$ cat src/fwe_pkg.sv
// Package for the handle queue with watermark events.
// Holds operation, status and register codes and the register bank type.
// No dependencies.
`timescale 1ns / 1ps

package fwe_pkg;

	localparam int MODE_W    = 2;
	localparam int STATUS_W  = 3;
	localparam int FILL_W    = 11;
	localparam int TH_W      = 8;
	localparam int CFG_IDX_W = 2;
	localparam int CFG_DW    = 8;

	// Operation codes
	localparam logic [MODE_W-1:0] MODE_ENQ  = 2'd0;
	localparam logic [MODE_W-1:0] MODE_DEQ  = 2'd1;
	localparam logic [MODE_W-1:0] MODE_PEEK = 2'd2;
	localparam logic [MODE_W-1:0] MODE_NONE = 2'd3;

	// Status codes
	localparam logic [STATUS_W-1:0] ST_OK     = 3'd0;
	localparam logic [STATUS_W-1:0] ST_NULL   = 3'd1;
	localparam logic [STATUS_W-1:0] ST_CLOSED = 3'd2;
	localparam logic [STATUS_W-1:0] ST_FULL   = 3'd3;
	localparam logic [STATUS_W-1:0] ST_EMPTY  = 3'd4;

	// Register indexes
	localparam logic [CFG_IDX_W-1:0] CFG_READY_TH = 2'd0;
	localparam logic [CFG_IDX_W-1:0] CFG_DRAIN_TH = 2'd1;
	localparam logic [CFG_IDX_W-1:0] CFG_OPEN     = 2'd2;
	localparam logic [CFG_IDX_W-1:0] CFG_ONCE     = 2'd3;

	typedef struct packed {
		logic [TH_W-1:0] ready_th;
		logic [TH_W-1:0] drain_th;
		logic            open;
		logic            once;
	} cfg_t;

endpackage

$ cat src/fwe_core.sv
// Queue control: pointers, fill count, watermark flags and event logic.
// Depends on fwe_pkg; drives the write and read ports of fwe_store.
`timescale 1ns / 1ps

module fwe_core
	import fwe_pkg::*;
#(
	parameter int QUEUE_DEPTH  = 1024,
	parameter int HANDLE_WIDTH = 32,
	localparam int AW = $clog2(QUEUE_DEPTH)
) (
	input  logic                    clk,
	input  logic                    arst_n,
	input  logic                    fire,
	input  logic [MODE_W-1:0]       mode,
	input  logic [HANDLE_WIDTH-1:0] handle_in,
	input  logic                    handle_present,
	input  cfg_t                    cfg,
	input  logic [HANDLE_WIDTH-1:0] head_data,
	output logic                    wr_en,
	output logic [AW-1:0]           wr_addr,
	output logic [HANDLE_WIDTH-1:0] wr_data,
	output logic [AW-1:0]           rd_addr,
	output logic [STATUS_W-1:0]     status,
	output logic [HANDLE_WIDTH-1:0] handle_out,
	output logic                    handle_out_valid,
	output logic [FILL_W-1:0]       fill_count,
	output logic                    ready_flag,
	output logic                    drain_flag,
	output logic                    ready_event,
	output logic                    drain_event
);

	localparam int CW   = $clog2(QUEUE_DEPTH + 1);
	localparam int CMPW = (CW > TH_W + 1) ? CW : TH_W + 1;

	logic [AW-1:0]   head_q, tail_q, head_inc, tail_inc;
	logic [CW-1:0]   count_q, count_n;
	logic            ready_q, drain_q, ready_n, drain_n;
	logic            is_full, is_empty, enq_ok, deq_ok;
	logic [CMPW-1:0] cnt_up, cnt_dn, mark, drain_lim;
	logic            hit;

	assign is_full  = (count_q == CW'(QUEUE_DEPTH));
	assign is_empty = (count_q == '0);
	assign head_inc = (head_q == AW'(QUEUE_DEPTH - 1)) ? '0 : head_q + 1'b1;
	assign tail_inc = (tail_q == AW'(QUEUE_DEPTH - 1)) ? '0 : tail_q + 1'b1;

	assign cnt_up    = CMPW'(count_q) + 1'b1;
	assign cnt_dn    = CMPW'(count_q) - 1'b1;
	assign mark      = CMPW'(cfg.ready_th) + 1'b1;
	assign drain_lim = CMPW'(cfg.drain_th);
	assign hit       = cfg.once ? (cnt_up == mark) : (cnt_up >= mark);

	// Decode the request against the current queue state
	always_comb begin
		status      = ST_OK;
		enq_ok      = 1'b0;
		deq_ok      = 1'b0;
		count_n     = count_q;
		ready_n     = ready_q;
		drain_n     = drain_q;
		ready_event = 1'b0;
		drain_event = 1'b0;
		handle_out_valid = 1'b0;
		unique case (mode)
			MODE_ENQ: begin
				priority if (!handle_present) begin
					status = ST_NULL;
				end else if (!cfg.open) begin
					status = ST_CLOSED;
				end else if (is_full) begin
					status = ST_FULL;
				end else begin
					enq_ok  = 1'b1;
					count_n = count_q + 1'b1;
					if (cnt_up > drain_lim) begin
						drain_n = 1'b0;
					end
					if (hit) begin
						ready_n     = 1'b1;
						ready_event = 1'b1;
					end
				end
			end
			MODE_DEQ: begin
				if (is_empty) begin
					status = ST_EMPTY;
				end else begin
					deq_ok           = 1'b1;
					handle_out_valid = 1'b1;
					count_n          = count_q - 1'b1;
					if (count_q == CW'(1)) begin
						ready_n = 1'b0;
					end
					if (cnt_dn <= drain_lim) begin
						drain_n     = 1'b1;
						drain_event = 1'b1;
					end
				end
			end
			MODE_PEEK: begin
				if (is_empty) begin
					status = ST_EMPTY;
				end else begin
					handle_out_valid = 1'b1;
				end
			end
			MODE_NONE: begin
				status = ST_OK;
			end
		endcase
	end

	assign handle_out = handle_out_valid ? head_data : '0;
	assign fill_count = FILL_W'(count_n);
	assign ready_flag = ready_n;
	assign drain_flag = drain_n;

	// Write the new tail entry; read ahead at the head the next request sees
	assign wr_en   = fire && enq_ok;
	assign wr_addr = tail_q;
	assign wr_data = handle_in;
	assign rd_addr = (fire && deq_ok) ? head_inc : head_q;

	// Advance the queue state on each processed request
	always_ff @(posedge clk or negedge arst_n) begin
		if (!arst_n) begin
			head_q  <= '0;
			tail_q  <= '0;
			count_q <= '0;
			ready_q <= 1'b0;
			drain_q <= 1'b0;
		end else if (fire) begin
			count_q <= count_n;
			ready_q <= ready_n;
			drain_q <= drain_n;
			if (enq_ok) begin
				tail_q <= tail_inc;
			end
			if (deq_ok) begin
				head_q <= head_inc;
			end
		end
	end

	a_count_bound: assert property (@(posedge clk) disable iff (!arst_n)
		count_q <= CW'(QUEUE_DEPTH))
		else $error("fill count above queue depth");

	a_empty_ptrs: assert property (@(posedge clk) disable iff (!arst_n)
		(is_empty || is_full) |-> (head_q == tail_q))
		else $error("head and tail apart on empty or full queue");

	a_ready_nonempty: assert property (@(posedge clk) disable iff (!arst_n)
		ready_q |-> !is_empty)
		else $error("ready flag set on empty queue");

	a_enq_count: assert property (@(posedge clk) disable iff (!arst_n)
		(fire && enq_ok) |=> (count_q == $past(count_q) + 1'b1))
		else $error("enqueue did not advance fill count");

endmodule

$ cat config.mk
export PLATFORM = sky130hd
export DESIGN_NAME = fwe_core
export DESIGN_NICKNAME = d
export VERILOG_FILES = /design/src/fwe_pkg.sv /design/src/fwe_core.sv
export SDC_FILE = /design/constraint.sdc
export NUM_CORES = 1
export LEC_CHECK = 0
export ABC_AREA = 1
export BUFFER_PORTS_ARGS = -buffer_cell sky130_fd_sc_hd__buf_2
export CORE_MARGIN = 10
export CORE_UTILIZATION = 51
export DETAILED_ROUTE_END_ITERATION = 10
export GPL_TIMING_DRIVEN = 0
export PLACE_DENSITY = 0.88
export RECOVER_POWER = 100
export SYNTH_ARGS = -nofsm -noshare
export SYNTH_HDL_FRONTEND = slang
export SYNTH_SLANG_ARGS = --single-unit
$ cat constraint.sdc
create_clock -name clk -period 7.37 [get_ports clk]
set_clock_uncertainty 0.1 [all_clocks]
set_input_delay 0.3685 -clock clk [delete_from_list [all_inputs] [get_ports clk]]
set_output_delay 0.3685 -clock clk [all_outputs]
set_load 0.1 [all_outputs]
Word-level counts from Yosys, hierarchy flattened
Cells that the tools add are included.

storage, ports and cells
  input bits = 88
  output and inout bits = 104
  register bits = 33
  logic and storage cells = 72

operators by class
  magnitude comparators = 3
  eq/ne operators = 8
  reduce and logical (&&, ||, !) cells = 7
  add/subtract/negate cells = 5
  multiplexer cells = 44

operators with widths
  cell                                                count
  two-way mux 11 bit                                  4
  two-way mux 32 bit                                  1
  two-way mux 10 bit                                  3
  two-way mux 1 bit                                   28
  case mux 11 bit (2 select lines)                    1
  adder 10 x 1 -> 10 bit, second input constant       2
  == test 10 bit, second input constant               2
  adder 11 x 1 -> 11 bit, second input constant       1
  == test 11 x 1 -> 1 bit, second input constant      1
  == test 11 bit, second input constant               1
  == test 11 x 9 -> 1 bit                             1
  greater-or-equal comparator 11 x 9 -> 1 bit         1
  > comparator 11 x 8 -> 1 bit                        1
  less-or-equal comparator 11 x 8 -> 1 bit            1
  logical NOT 11 bit                                  1
  subtractor 11 x 1 -> 11 bit, second input constant  1
  adder 8 x 1 -> 9 bit, second input constant         1
  case mux 3 bit (3 select lines)                     1
  two-way mux 2 bit                                   3
  == test 2 bit, second input constant                2
  case mux 1 bit (2 select lines)                     2
  AND reduction 2 bit                                 2
  two-way mux 3 bit                                   1
  == test 2 x 1 -> 1 bit, second input constant       1
  other kinds (3)                                     4

Depth between registers and ports, before layout
  depth in word-level cells = 8
  depth in mapped cells = 21
  gate-level depth less buffers = 20

Worst setup path before layout
OpenSTA, ideal clock, no wires.

  kind = reg-to-output
  start = register count_q[0]
  end = output status[2]
  path buffers = 0
  setup slack = 3.012 ns
  arrival time = 3.890 ns
  cell stages (with the launch flop) = 7
  cells stage by stage = dfrtp_1 > inv_2 > ha_1 > nand2_4 > clkinv_2 > nand3_1 > nor4_1

on the way
  word-level cells in the longest chain between the ends = 3

ends and longest elaborated chain
  what                             RTL line                         text
  start, declared                  fwe_core.sv:38                   logic [CW-1:0] count_q, count_n;
  start signal, assigned           fwe_core.sv:135                  count_q <= count_n;
  logical NOT 11 bit               fwe_core.sv:45                   assign is_empty = (count_q == '0);
  two-way mux 3 bit                fwe_core.sv:87, fwe_core.sv:103
  case mux 3 bit (3 select lines)  fwe_core.sv:66                   unique case (mode)
  end, declared                    fwe_core.sv:24                   output logic [STATUS_W-1:0] status,

Every way passes these cells.

Worst setup path after layout
  start = register count_q[0]
  end = output wr_en

on the way
  word-level cells in the longest chain between the ends = 6

ends and longest elaborated chain
  what               RTL line         text
  == test 11 bit     fwe_core.sv:44   assign is_full = (count_q == CW'(QUEUE_DEPTH));
  two-way mux 1 bit  fwe_core.sv:72   end else if (is_full) begin
  two-way mux 1 bit  fwe_core.sv:70   end else if (!cfg.open) begin
  two-way mux 1 bit  fwe_core.sv:68   priority if (!handle_present) begin
  two-way mux 1 bit  fwe_core.sv:66
  logical AND 1 bit  fwe_core.sv:121  assign wr_en = fire && enq_ok;
  end, declared      fwe_core.sv:20   output logic wr_en,

Every way passes these cells.

==> results_dict.tcl <==
set metrics [dict create \
    hold-worst-slack_ns 0.2907 \
    grt_first_pass_wirelength_mm 20.14 \
    finalHoldViolCount 0 \
    crit_path_frequent_cell "nand2_1" \
    wl_mm 12.71 \
    stdcell_area_um2 4624 \
    initialDrtViolationCount 290 \
    nets 872 \
    dieArea_um2 11410 \
    synthArstFlopShare 1.000 \
    place_ws_ns 3.737 \
    p_per_area_nw_per_um2 442.3 \
    htree_levels 2 \
    clkTransAtPathRegs_ns 0.08 \
    design_power_total_w 0.002045 \
    crit_chain "inv_1 > ha_1 > nand2_1 > clkinvlp_2 > nand2_1 > o21ai_0 > nor2_1 > nand2_1 > nor2_8 > clkbuf_1 > clkbuf_1" \
    grt_antenna_before_repair 0 \
    cts_made_buffers 5 \
    cts_root_buf "clkbuf_8" \
    syn_area_um2 3842 \
    cp-end-kind "output port" \
    violations "capacitance limit, slew limit" \
    cts_buffer_depth 2 \
    die_w_um 106.8 \
    vdd_drop_max_mv 0.2956 \
    first_pass_iters 5 \
    cp.arrival_ns 4.45 \
    boundaryPins 192 \
    io_buffers 159 \
    final_cell_mix "146 x nand2_1, 112 x clkbuf_1, 108 x inv_1" \
    required_ns 6.90 \
    yosysWarnings 0 \
    synth_edf_count 0 \
    final_max_slew_viol_count 34 \
    final_common_cell "nand2_1" \
    grt_setup_unrepaired "false" \
    setup_tns_ns 0 \
    grt_overflow 0 \
    synth_area_per_cell_um2 6.546 \
    tightest_slew_ns 1.859 \
    viasPerCell 5.030 \
    p_leak_nw 2.587 \
    cp_max_fo 10 \
    fin_crit_sh 0.6680 \
    gp_congestion 0.9809 \
    grt_pass1_vias 4301 \
    relSlewSlack -0.2396 \
    post-route-min-period_ns 4.923 \
    place_area_um2 4762 \
    fin_ws_ns 2.447 \
    synth.distinct_cells 42 \
    start_kind "flip-flop" \
    dp_hpwl_mm 10.65 \
    cts_tree "done" \
    antenna_left 0 \
    area_growth_pct 20.35 \
    wl_per_cell_um 14.90 \
    cts_resized 0 \
    worstSetupPathType "flip-flop to output port" \
    cts_setup_buffers 0 \
    clkSinkCount 33 \
    drive_above_1_share 0.1578 \
    cpPeakStageDelay_ns 0.92 \
    cts_hold_buffers 0 \
    fmax_mhz 203.1 \
    n_antenna_cell 0 \
    netlist_instances 587 \
    initial_utilization 0.5269 \
    num_rows 31 \
    drc_errors 0 \
    dieHeight_um 106.8 \
    cpMaxStageDelayCell "clkbuf_1" \
    status "finished, violations left" \
    yosysSeqAreaShare 0.2149 \
    finalSetupViolCount 0 \
    worstHoldPathType "primary input to flip-flop" \
    synth_fp_nets 706 \
    grt.total_usage 0.2104 \
    max_cap_violations 1 \
    synth_seq_cells 33 \
    vias 4291 \
    grt_max_degree 34 \
    synthFlopType "dfrtp_1" \
    clk_latency_ns 0.28 \
    core_um2 7292 \
]
-- layer usage --
layer | up-vias | share of wire | GRT usage
met5 | - | 0 | 0
met4 | 0 | 0.022 | 0.05706
met3 | 26 | 0.11 | 0.07425
met2 | 223 | 0.50 | 0.3872
met1 | 1930 | 0.37 | 0.2211
li1 | 2112 | - | -
-- where the power goes --
group / total, W / internal (W) / switching (W)
Sequential: 0.000289 / 0.000233 / 0.0000559
Combinational: 0.00160 / 0.000297 / 0.00130
Clock: 0.000155 / 0.0000845 / 0.0000709
-- area by class of cell --
class / instances / area (µm²)
clock buffer: 7 / 96.34
fill: 726 / 2668
multi-input combinational: 396 / 2173
buffer: 44 / 306.5
clock inverter: 1 / 5.005
tap: 99 / 123.9
sequential: 33 / 825.8
timing repair buffer: 159 / 664.4
inverter: 114 / 429.2
-- synth_stat cells, types with 5 or more instances --
cell type	instances	area, µm²
dfrtp_1	33	825.8
nand4_1	6	37.54
ha_1	31	387.9
buf_4	33	247.7
nand2_1	141	529.3
nor3_1	7	35.03
nor2_1	69	259.0
clkbuf_1	5	18.77
nand3_1	33	165.2
xnor2_1	7	61.31
xor2_1	15	131.4
nand2_4	7	78.83
inv_1	105	394.1
o21ai_0	24	120.1
inv_2	6	22.52
a21oi_1	18	90.09
-- final timing paths --
check	end	startpoint	slack (ns)	depth (start not counted)
worst max-delay path	wr_en	count_q[0]	2.45	11
max in group asynchronous	count_q[2]	arst_n	5.61	1
worst max register to register	wr_addr[8]	count_q[0]	3.53	12
worst min-delay path	count_q[10]	fire	0.29	3
worst min register to register	drain_q	drain_q	0.39	2
min in group asynchronous	head_q[3]	arst_n	0.48	1
-- metrics by stage --
stage / instances / utilization
after global placement: 845 / 0.6531
after floorplan: 587 / -
final: 853 / 0.6342
after global routing: 853 / 0.6342
after CTS: 853 / 0.6670
after detailed placement: 845 / 0.6531
-- worst max-delay path, delay by kind of cell, from the launching register on --
kind | cells | cell delay, ns
adder cells (fa/ha/maj) | 1 | 0.27
AO/OA/AOI/OAI | 1 | 0.12
AND/OR/NAND/NOR | 5 | 1.46
buffers and inverters | 4 | 1.72
flip-flops | 1 | 0.60
-- state kept, by name, indices dropped and copies added, names as in the netlist --
signal,count
count_q,11
head_q,10
wr_addr,10
drain_q,1
ready_q,1
-- logic make-up after synthesis --
group / count (synthesis) / share of synthesized area
compound gates: 63 / 0.09932
xor+xnor: 23 / 0.05438
fa+ha+maj: 31 / 0.1009
buf+inv: 158 / 0.1954
flops: 33 / 0.2149
simple gates: 279 / 0.3351
Power figures use the tool's default switching activity.
